## src/hw/rtl/chte_pkg.sv

```systemverilog
// Shared types and constants for the chained hash table engine.
// No dependencies; imported by chte_bucket_unit, chte_slot_store and the top level.
package chte_pkg;

	localparam int BUCKET_COUNT_DEF     = 128;
	localparam int SLOTS_PER_BUCKET_DEF = 8;
	localparam int KEY_W                = 32;
	localparam int VALUE_W              = 64;
	localparam int KIND_W               = 2;

	localparam logic [KIND_W-1:0] KIND_GET   = 2'd0;
	localparam logic [KIND_W-1:0] KIND_PUT   = 2'd1;
	localparam logic [KIND_W-1:0] KIND_ERASE = 2'd2;

	// bucket reduction sequencer
	typedef enum logic [1:0] {
		BU_IDLE,
		BU_SHIFT,
		BU_FOLD,
		BU_DONE
	} bu_state_t;

	// main engine sequencer
	typedef enum logic [2:0] {
		ST_CLEAR,
		ST_IDLE,
		ST_HASH,
		ST_READ,
		ST_CMP,
		ST_ACT
	} eng_state_t;

	// slot store access controls
	typedef struct packed {
		logic rd_en;
		logic valid_we;
		logic valid_wd;
		logic key_we;
		logic pay_we;
	} slot_ctl_t;

endpackage

```

## src/hw/rtl/chte_bucket_unit.sv

```systemverilog
// Iterative key-to-bucket reduction: sign-extended key modulo BUCKET_COUNT.
// One shared reciprocal-multiply residue step per key byte; depends on chte_pkg.
module chte_bucket_unit #(
	parameter int BUCKET_COUNT = chte_pkg::BUCKET_COUNT_DEF,
	parameter int BKW          = 1
) (
	input  logic                              clk,
	input  logic                              arst_n,
	input  logic                              start,
	input  logic signed [chte_pkg::KEY_W-1:0] key,
	output logic                              done,
	output logic [BKW-1:0]                    bucket
);
	import chte_pkg::*;

	localparam int NBW = $clog2(BUCKET_COUNT);
	// step operand: residue followed by the next key byte
	localparam int VW  = BKW + 8;
	localparam int SH  = VW + NBW;
	localparam int RCW = VW + 1;
	localparam int PW  = 2 * VW + 1;
	// rounded-up reciprocal: exact floor quotient for any VW-bit operand
	localparam longint unsigned RECIP =
		((64'd1 << SH) + 64'(BUCKET_COUNT) - 64'd1) / 64'(BUCKET_COUNT);
	localparam logic [RCW-1:0] RCP = RCW'(RECIP);
	// upper sign-extension word (all ones) contributes this residue
	localparam longint unsigned HI_MOD = 64'hFFFF_FFFF_0000_0000 % 64'(BUCKET_COUNT);
	localparam logic [VW-1:0] HI_REM    = VW'(HI_MOD);
	localparam logic [VW-1:0] NB        = VW'(BUCKET_COUNT);
	localparam logic [1:0]    LAST_STEP = 2'(KEY_W / 8 - 1);

	bu_state_t        st_q, st_d;
	logic [KEY_W-1:0] key_q;
	logic             neg_q;
	logic [1:0]       cnt_q;
	logic [BKW-1:0]   rem_q;

	logic [VW-1:0] op_in, quo, op_out;
	logic [PW-1:0] prod;

	// shared residue step; quotient is below 256 in both uses
	always_comb begin
		if (st_q == BU_FOLD) begin
			op_in = VW'(rem_q) + (neg_q ? HI_REM : '0);
		end else begin
			op_in = {rem_q, key_q[KEY_W-1 -: 8]};
		end
		prod   = PW'(op_in) * PW'(RCP);
		quo    = VW'(prod[SH +: 8]);
		op_out = op_in - quo * NB;
	end

	always_comb begin
		st_d = st_q;
		case (st_q)
			BU_IDLE: begin
				if (start) st_d = BU_SHIFT;
			end
			BU_SHIFT: begin
				if (cnt_q == LAST_STEP) st_d = BU_FOLD;
			end
			BU_FOLD: st_d = BU_DONE;
			BU_DONE: st_d = BU_IDLE;
			default: st_d = BU_IDLE;
		endcase
	end

	always_ff @(posedge clk or negedge arst_n) begin
		if (!arst_n) begin
			st_q <= BU_IDLE;
		end else begin
			st_q <= st_d;
		end
	end

	always_ff @(posedge clk) begin
		case (st_q)
			BU_IDLE: begin
				if (start) begin
					key_q <= key;
					neg_q <= key[KEY_W-1];
					cnt_q <= '0;
					rem_q <= '0;
				end
			end
			BU_SHIFT: begin
				rem_q <= op_out[BKW-1:0];
				key_q <= {key_q[KEY_W-9:0], 8'd0};
				cnt_q <= cnt_q + 2'd1;
			end
			BU_FOLD: rem_q <= op_out[BKW-1:0];
			default: ;
		endcase
	end

	assign done   = (st_q == BU_DONE);
	assign bucket = rem_q;

endmodule

```

## config.mk

```make
export PLATFORM = sky130hd
export DESIGN_NAME = chte_bucket_unit
export DESIGN_NICKNAME = d
export VERILOG_FILES = /design/src/hw/rtl/chte_pkg.sv /design/src/hw/rtl/chte_bucket_unit.sv
export SDC_FILE = /design/constraint.sdc
export NUM_CORES = 1
export LEC_CHECK = 0
export ABC_AREA = 1
export BUFFER_PORTS_ARGS = -buffer_cell sky130_fd_sc_hd__buf_4
export CORE_AREA = 4 4 41 43
export DETAILED_ROUTE_END_ITERATION = 12
export DIE_AREA = 0 0 45 47
export PLACE_DENSITY = 0.57
export SLEW_MARGIN = 20
export SYNTH_ARGS = -nofsm -noshare
export SYNTH_HDL_FRONTEND = slang
export SYNTH_SLANG_ARGS = --single-unit
```

## constraint.sdc

```tcl
create_clock -name clk -period 1.65 [get_ports clk]
set_clock_uncertainty 0.05 [all_clocks]
set_input_delay 0.2475 -clock clk [delete_from_list [all_inputs] [get_ports clk]]
set_output_delay 0.2475 -clock clk [all_outputs]
set_load 0.05 [all_outputs]
```

==> metrics.txt, run 1 <==
max-cap violations 0; area leader, netlist ha_1; total global routing overflow 0; sequential area share after synthesis 0.402; PwrDens 1980 mW/mm^2; Syn Nets 72; share of cells above drive strength 1 0.205; fill cell count 152; post-CTS sizing 0; largest net degree at the start of global routing 5; Peak VDD IR 0.482 mV; Max FO, Critical Path 4; Gate Count Post-Synth 32; worst-case clock buffer depth 2; Iteration-0 DRC Markers 2; Distinct cells, synth 11; DR WL met2 262 microns; critical path type reg -> reg; clock sink count 4; Static Leak 0.191 nW; Synth Cell Area 274 sq um; setup TNS 0 ps; H-tree depth 1; met3 wire len 8 microns; die area 0.00212 sq mm; via count 201; status complete, no violations; core box area 0.00130 sq mm; CP required 1550 ps; antenna diode count 0; DRC viols 0; R2R Path End cnt_q[1]; synth top area cells ha_1, edfxtp_1, dfrtp_1; crit share post-route 0.815; reg2reg setup slack 310 ps; insertion delay to the later sink of the worst-skew pair 240 ps; syn avg cell area 8.56 sq um; placer congestion estimate 0.663; number of antenna violations at the first check in global routing 0; WL per Instance 8.13 microns; Setup crit end kind flip-flop; CP Launch Type flip-flop; Final #Nets 80; Die H 47 microns; CTS Buf Count 3; first-pass iteration count of the detailed router 2; final setup vio count 0; fin crit period 1340 ps; clk slew on worst S/H paths 50 ps; yosys warns 0; vias per cell 3.72; Starting Density 0.211; Max Clk Rate 744 MHz; vias in the first global route 190; CTS tree done; die width 45 microns; post-CTS setup buffers 0; critical path arrival 1250 ps; RSZ-0062 raised after global routing false; area grow syn2layout 25.6%; port bufs 3; final hold vios 0; R2R cell count 4; final WL 439 microns; Final Max Slew Viols 0; Worst R2R Start st_q[0]; Routed Antenna Nets 0; WHS 292 ps; Synth Register Bits 4; row cnt 13; hold crit path type in -> async; Global Route Usage Sum 0.0547; IO Count 37; first-pass GRT wire length 724 microns; CTS root buf clkbuf_4; top routing layer used met3; DP HPWL 383 microns; top cell type's share of synthesized area 0.228; met1 WL 168 microns
-- power breakdown --
group / switching [mW] / internal (mW) / leakage (nW)
clock network: 0.0437 / 0.0909 / 0.0150
registers: 0.0407 / 0.175 / 0.0443
logic: 0.203 / 0.128 / 0.132
total: 0.287 / 0.395 / 0.191
-- layer usage --
layer / up-vias / track usage
li1: 106 / -
met2: 2 / 0.0876
met5: - / 0
met1: 93 / 0.0390
met4: 0 / 0.0526
met3: 0 / 0.0460
-- synthesized netlist by cell type --
library cell,count
buf_4,1
conb_1,1
dfrtp_1,2
edfxtp_1,2
ha_1,5
inv_1,8
nand2_1,7
nand2_2,2
nand3_1,2
nor2_1,1
o21a_1,1
-- cells by family after synthesis --
group,after synthesis,share of synthesized area
simple gates,12,0.192
buf+inv,9,0.137
fa+ha+maj,5,0.228
flops,4,0.402
compound gates,1,0.0274
other cells,1,0.0137
-- layout make-up --
| type | instances | area (sq um) | share of cell area |
|---|---|---|---|
| clock buffers | 4 | 26.3 | 0.0764 |
| inverters | 8 | 30.0 | 0.0873 |
| multi-input cells | 19 | 126 | 0.367 |
| flip-flops and latches | 4 | 110 | 0.320 |
| well taps | 15 | 18.8 | 0.0545 |
| repair buffers | 4 | 32.5 | 0.0945 |
-- placed cells by master, fill, tap and decap left out --
master,instances
inv_1,8
nand2_1,7
ha_1,5
clkbuf_4,3
buf_4,3
nand2_2,2
nand3_1,2
edfxtp_1,2
dfrtp_1,2
o21a_1,1
nor2_1,1
conb_1,1
clkbuf_1,1
dlygate4sd3_1,1
-- state kept, by name (all words and copies together), names as in the netlist --
name   cells
st_q       2
cnt_q      2
-- critical path: stages (launching register included) --
cell     delay [ps]
dfrtp_1         400
inv_1            80
ha_1            220
nand2_1         140
o21a_1          180
-- per-stage QoR --
stage | instances | utilization | worst slack, ps | cell area (sq um) | total power [mW]
floorplan | 32 | - | 389 | 274 | 0.480
global placement | 49 | 0.237 | 294 | 308 | 0.546
detailed placement | 49 | 0.237 | 278 | 308 | 0.557
CTS | 54 | 0.264 | 293 | 344 | 0.704
global route | 54 | 0.264 | 229 | 344 | 0.751
finish | 54 | 0.264 | 305 | 344 | 0.682
-- repair_timing --
| item | 4_1_cts | 5_1_grt |
|---|---|---|
| hold buffers | 1 | 0 |
| setup endpoints to repair | 0 | 0 |
| hold endpoints to repair | 2 | 0 |
-- how the worst max path moves through the flow --
stage | startpoint | end | depth (start not counted)
global route | st_q[0] | cnt_q[1] | 4
CTS | st_q[0] | cnt_q[1] | 4
finish | st_q[0] | cnt_q[1] | 4
floorplan | st_q[0] | cnt_q[0] | 4
global placement | st_q[0] | cnt_q[1] | 4
detailed placement | st_q[0] | cnt_q[0] | 4
Power figures use the tool's default switching activity.
==> run 2: changes to the inputs <==
- ABC_AREA: 1 -> 0
- PLACE_DENSITY: 0.57 -> 0.56
- clock period: 1.65 -> 1.4 ns (I/O delays scaled with it)
==> metrics.txt, run 2 <==
status finished with violations; failing checks negative setup slack; CTS Buf Count 3; pre-CTS setup slack -43.4 ps; setup TNS -21.0 ps; IO Count 37; Flop pwr share 0.253; WL per Instance 10.6 microns; commonest non-fill, non-tap cell in the layout buf_4; die width 45 microns; Synth top cells by count ha_1, inv_1, dfrtp_1, edfxtp_1; worst-case clock buffer depth 2; die area 0.00212 sq mm; CP Launch Type flip-flop; total global routing overflow 0; syn avg cell area 12.5 sq um; reg2reg setup slack -20 ps; synth top area cells ha_1, edfxtp_1, dfrtp_1; crit share post-route 1.01; vias per cell 3.67; Routed Antenna Nets 0; RSZ-0062 raised after global routing true; Worst R2R Start st_q[0]; number of flops mapped to enable cells by yosys 2; Synth Register Bits 4; Max FO, Critical Path 3; final setup vio count 2; area post-placement 318 sq um; placer congestion estimate 0.730; Final Max Slew Viols 0; Gate Count Post-Synth 21; hold crit path type in -> async; top cell type's share of synthesized area 0.239; Net Sw Power 0.339 mW; yosys warns 0; ys flop type edfxtp_1; critical path type reg -> reg; PwrDens 2540 mW/mm^2; Iteration-0 DRC Markers 2; combinational group share of total power 0.588; core box area 0.00130 sq mm; Final #Nets 74; most common cell in the synthesized netlist ha_1; Regs by FF count cnt_q x2, st_q x2; sequential area share after synthesis 0.421; Peak VDD IR 0.873 mV; Max Clk Rate 704 MHz; Die H 47 microns; share of cells above drive strength 1 0.545; Power Internal 0.621 mW; clock sink count 4; H-tree depth 1; Synth Cell Area 262 sq um; DRC viols 0; Starting Density 0.201; CP required 1460 ps; max-cap violations 0; Syn Nets 61; final instance area 378 sq um; CTS tree done; final WL 510 microns; insertion delay to the later sink of the worst-skew pair 230 ps; first-pass iteration count of the detailed router 3; port bufs 3; Distinct cells, synth 13; Static Leak 0.185 nW; critical path arrival 1480 ps; vias in the first global route 234; Worst Slack Setup Final -20.7 ps; largest net degree at the start of global routing 4; fin crit period 1420 ps; first-pass GRT wire length 807 microns; FFs w/ async S/R, synth 0.500; R2R Path End st_q[1]; final hold vios 0; area leader, netlist ha_1; number of antenna violations at the first check in global routing 0; most frequent cells in the layout buf_4, ha_1, clkbuf_4; Global Route Usage Sum 0.0602; CTS root buf clkbuf_4; clock power share 0.159; Setup crit end kind flip-flop; R2R cell count 4; row cnt 13; switching portion of total power 0.353; clk slew on worst S/H paths 40 ps; antenna diode count 0; area grow syn2layout 44.5%; via count 176
## run 2: cell types whose count changed in the layout (fill, tap and decap cells not counted), moves of 2 or more
cell | previous run | this run
nand3_1 | 2 | 0
ha_1 | 5 | 3
nand2_2 | 2 | 0
inv_1 | 8 | 2
ha_2 | 0 | 2
buf_4 | 3 | 7
nand2_1 | 7 | 0
## run 2: cell families after synthesis
kind of cell	after synthesis	synth area share
adders and majority gates	5	0.239
DFF	4	0.421
muxes	2	0.100
AOI/OAI and AO/OA	2	0.0766
buffers and inverters	4	0.0718
and+or+nand+nor	3	0.0766
other	1	0.0143
## run 2: worst max path at each step
stage / slack, ps / end / start / depth (start not counted)
after floorplan: 10 / st_q[1] / st_q[1] / 5
after global routing: -40 / st_q[1] / st_q[1] / 5
after detailed placement: -40 / st_q[1] / st_q[0] / 4
final: -20 / st_q[1] / st_q[0] / 4
after CTS: -4 / st_q[1] / st_q[0] / 4
after global placement: -2 / st_q[1] / st_q[0] / 4
## run 2: power by group through the flow
stage | clock network (mW) | logic, mW | registers (mW)
after floorplan | 0 | 0.332 | 0.242
after global placement | 0 | 0.458 | 0.235
after detailed placement | 0 | 0.497 | 0.239
after CTS | 0.159 | 0.568 | 0.238
after global routing | 0.176 | 0.602 | 0.247
final | 0.153 | 0.565 | 0.243
## run 2: critical path: stages, from the launching register on
cell and delay (ps):
dfrtp_1 400, ha_2 210, and2b_1 170, a21oi_2 160, mux2_4 320
## run 2: final cells by class
cell class	count	area [sq um]
flip-flops and latches	4	110
multi-input cells	13	138
inverters	3	11.3
clock buffers	4	26.3
repair buffers	9	73.8
well taps	15	18.8
fillers	141	923
## run 2: per-stage QoR
| step | utilization | cells | hold slack (ps) | power [mW] |
|---|---|---|---|---|
| floorplan | - | 21 | -136 | 0.574 |
| global placement | 0.244 | 41 | -58.1 | 0.693 |
| detailed placement | 0.244 | 41 | -56.3 | 0.736 |
| CTS | 0.288 | 48 | 239 | 0.964 |
| global route | 0.290 | 48 | 263 | 1.02 |
| finish | 0.290 | 48 | 246 | 0.960 |
## run 2: layer usage
metal / vias to the layer above / track usage / routed length, microns
met5: - / 0 / 0
met4: 0 / 0.0819 / 0
met3: 0 / 0.0268 / 11
met2: 3 / 0.121 / 324
met1: 82 / 0.0275 / 174
li1: 91 / - / -
## run 2: what timing repair did
item	in CTS	in global routing
hold buffers	1	0
endpoints found under the setup margin	2	5
endpoints found under the hold margin	2	0
setup buffers	2	0
gates resized for setup	2	2
==> run 3: changes to the inputs <==
- BUFFER_PORTS_ARGS: -buffer_cell sky130_fd_sc_hd__buf_4 -> -buffer_cell sky130_fd_sc_hd__buf_2
==> metrics.txt, run 3 (synthesis gave the netlist of run 2 again) <==
WL per Instance 9.27 microns; Net Sw Power 0.338 mW; GR Layer Usage met2 0.0960; largest net degree at the start of global routing 4; Max Clk Rate 723 MHz; Regs by FF count cnt_q x2, st_q x2; Worst R2R Start st_q[0]; Setup crit end kind flip-flop; PwrDens 2530 mW/mm^2; clock power share 0.156; clk slew on worst S/H paths 30 ps; Pwr Total 0.978 mW; core box area 0.00130 sq mm; pre-CTS setup slack -26.7 ps; status complete, no violations; Max FO, Critical Path 3; DRC viols 0; IO Count 37; Worst Slack Setup Final 17.3 ps; most frequent cells in the layout buf_4, ha_1, clkbuf_4; antenna diode count 0; final setup vio count 0; row cnt 13; area grow syn2layout 47.8%; Final #Nets 74; Power Internal 0.640 mW; max-cap violations 0; DP HPWL 361 microns; share of cells above drive strength 1 0.545; CP required 1460 ps; final hold vios 0; met1 GRT Util 0.0344; switching portion of total power 0.346; worst-case clock buffer depth 2; critical path type reg -> reg; die area 0.00212 sq mm; insertion delay to the later sink of the worst-skew pair 230 ps; via count 179; CTS Buf Count 3; clock sink count 4; CTS root buf clkbuf_4; CP Launch Type flip-flop; port bufs 3; Placed Cells 41; Flop pwr share 0.249; H-tree depth 1; vias in the first global route 202; Static Leak 0.186 nW; fill cell count 141; fin crit period 1380 ps; combinational group share of total power 0.595; die width 45 microns; Starting Density 0.201; first-pass GRT wire length 703 microns; most used routing layer met2; Die H 47 microns; hold crit path type in -> async; Routed Antenna Nets 0; Global Route Usage Sum 0.0555; CTS tree done; first-pass iteration count of the detailed router 2; Iteration-0 DRC Markers 2; Final Max Slew Viols 0; total global routing overflow 0; RSZ-0062 raised after global routing true; commonest non-fill, non-tap cell in the layout buf_4; number of antenna violations at the first check in global routing 0; M3 GR Usage 0.0345; reg2reg setup slack 20 ps; Final Non-Filler Cells 48; Peak VDD IR 0.968 mV; critical path arrival 1440 ps; placer congestion estimate 0.738; crit share post-route 0.988; final WL 445 microns; R2R Path End st_q[1]; vias per cell 3.73; R2R cell count 4
[run 3: how the worst max path moves through the flow]
stage                   from      end  depth (start not counted)
finish               st_q[0]  st_q[1]                          4
global placement     st_q[0]  st_q[1]                          4
floorplan            st_q[1]  st_q[1]                          5
CTS                 cnt_q[0]  st_q[0]                          5
detailed placement   st_q[0]  st_q[1]                          4
global route         st_q[0]  st_q[1]                          4
[run 3: area by class of cell]
type / instances / area [sq um] / share of cell area
clock buffers: 4 / 26.3 / 0.0680
inverters: 3 / 11.3 / 0.0291
multi-input cells: 13 / 148 / 0.382
flip-flops and latches: 4 / 110 / 0.285
well taps: 15 / 18.8 / 0.0485
repair buffers: 9 / 72.6 / 0.188
[run 3: routing by layer]
layer,share of wire,up-vias
met1,0.35,85
met4,0,0
met3,0.034,0
met5,0,-
met2,0.62,3
li1,-,91
[run 3: repair_timing]
item / in CTS / in global routing
gates resized for setup: 4 / 3
hold buffers: 1 / 0
hold endpoints to repair: 2 / 0
setup buffers: 1 / 1
endpoints found under the setup margin: 2 / 5
pin swaps: 1 / 0
[run 3: through the flow]
| stage | TNS (ps) | util | instance area [sq um] | hold WS, ps |
|---|---|---|---|---|
| final | 0 | 0.297 | 387 | 251 |
| after global routing | -72.0 | 0.297 | 387 | 271 |
| after CTS | 0 | 0.281 | 365 | 235 |
| after detailed placement | -26.7 | 0.238 | 310 | -53.0 |
| after global placement | -1.28 | 0.238 | 310 | -55.7 |
| after floorplan | 0 | - | 262 | -136 |
[run 3: power groups by stage]
stage | clock network (mW) | logic [mW] | registers (mW)
3_3_place_gp | 0 | 0.444 | 0.235
5_1_grt | 0.174 | 0.642 | 0.250
3_5_place_dp | 0 | 0.478 | 0.241
4_1_cts | 0.159 | 0.540 | 0.239
2_1_floorplan | 0 | 0.332 | 0.242
6_report | 0.153 | 0.581 | 0.244
[run 3: critical path, cell delays in order (launching register included)]
cell     delay [ps]
dfrtp_1         390
ha_2            180
and2b_1         170
a21oi_2         150
mux2_4          310
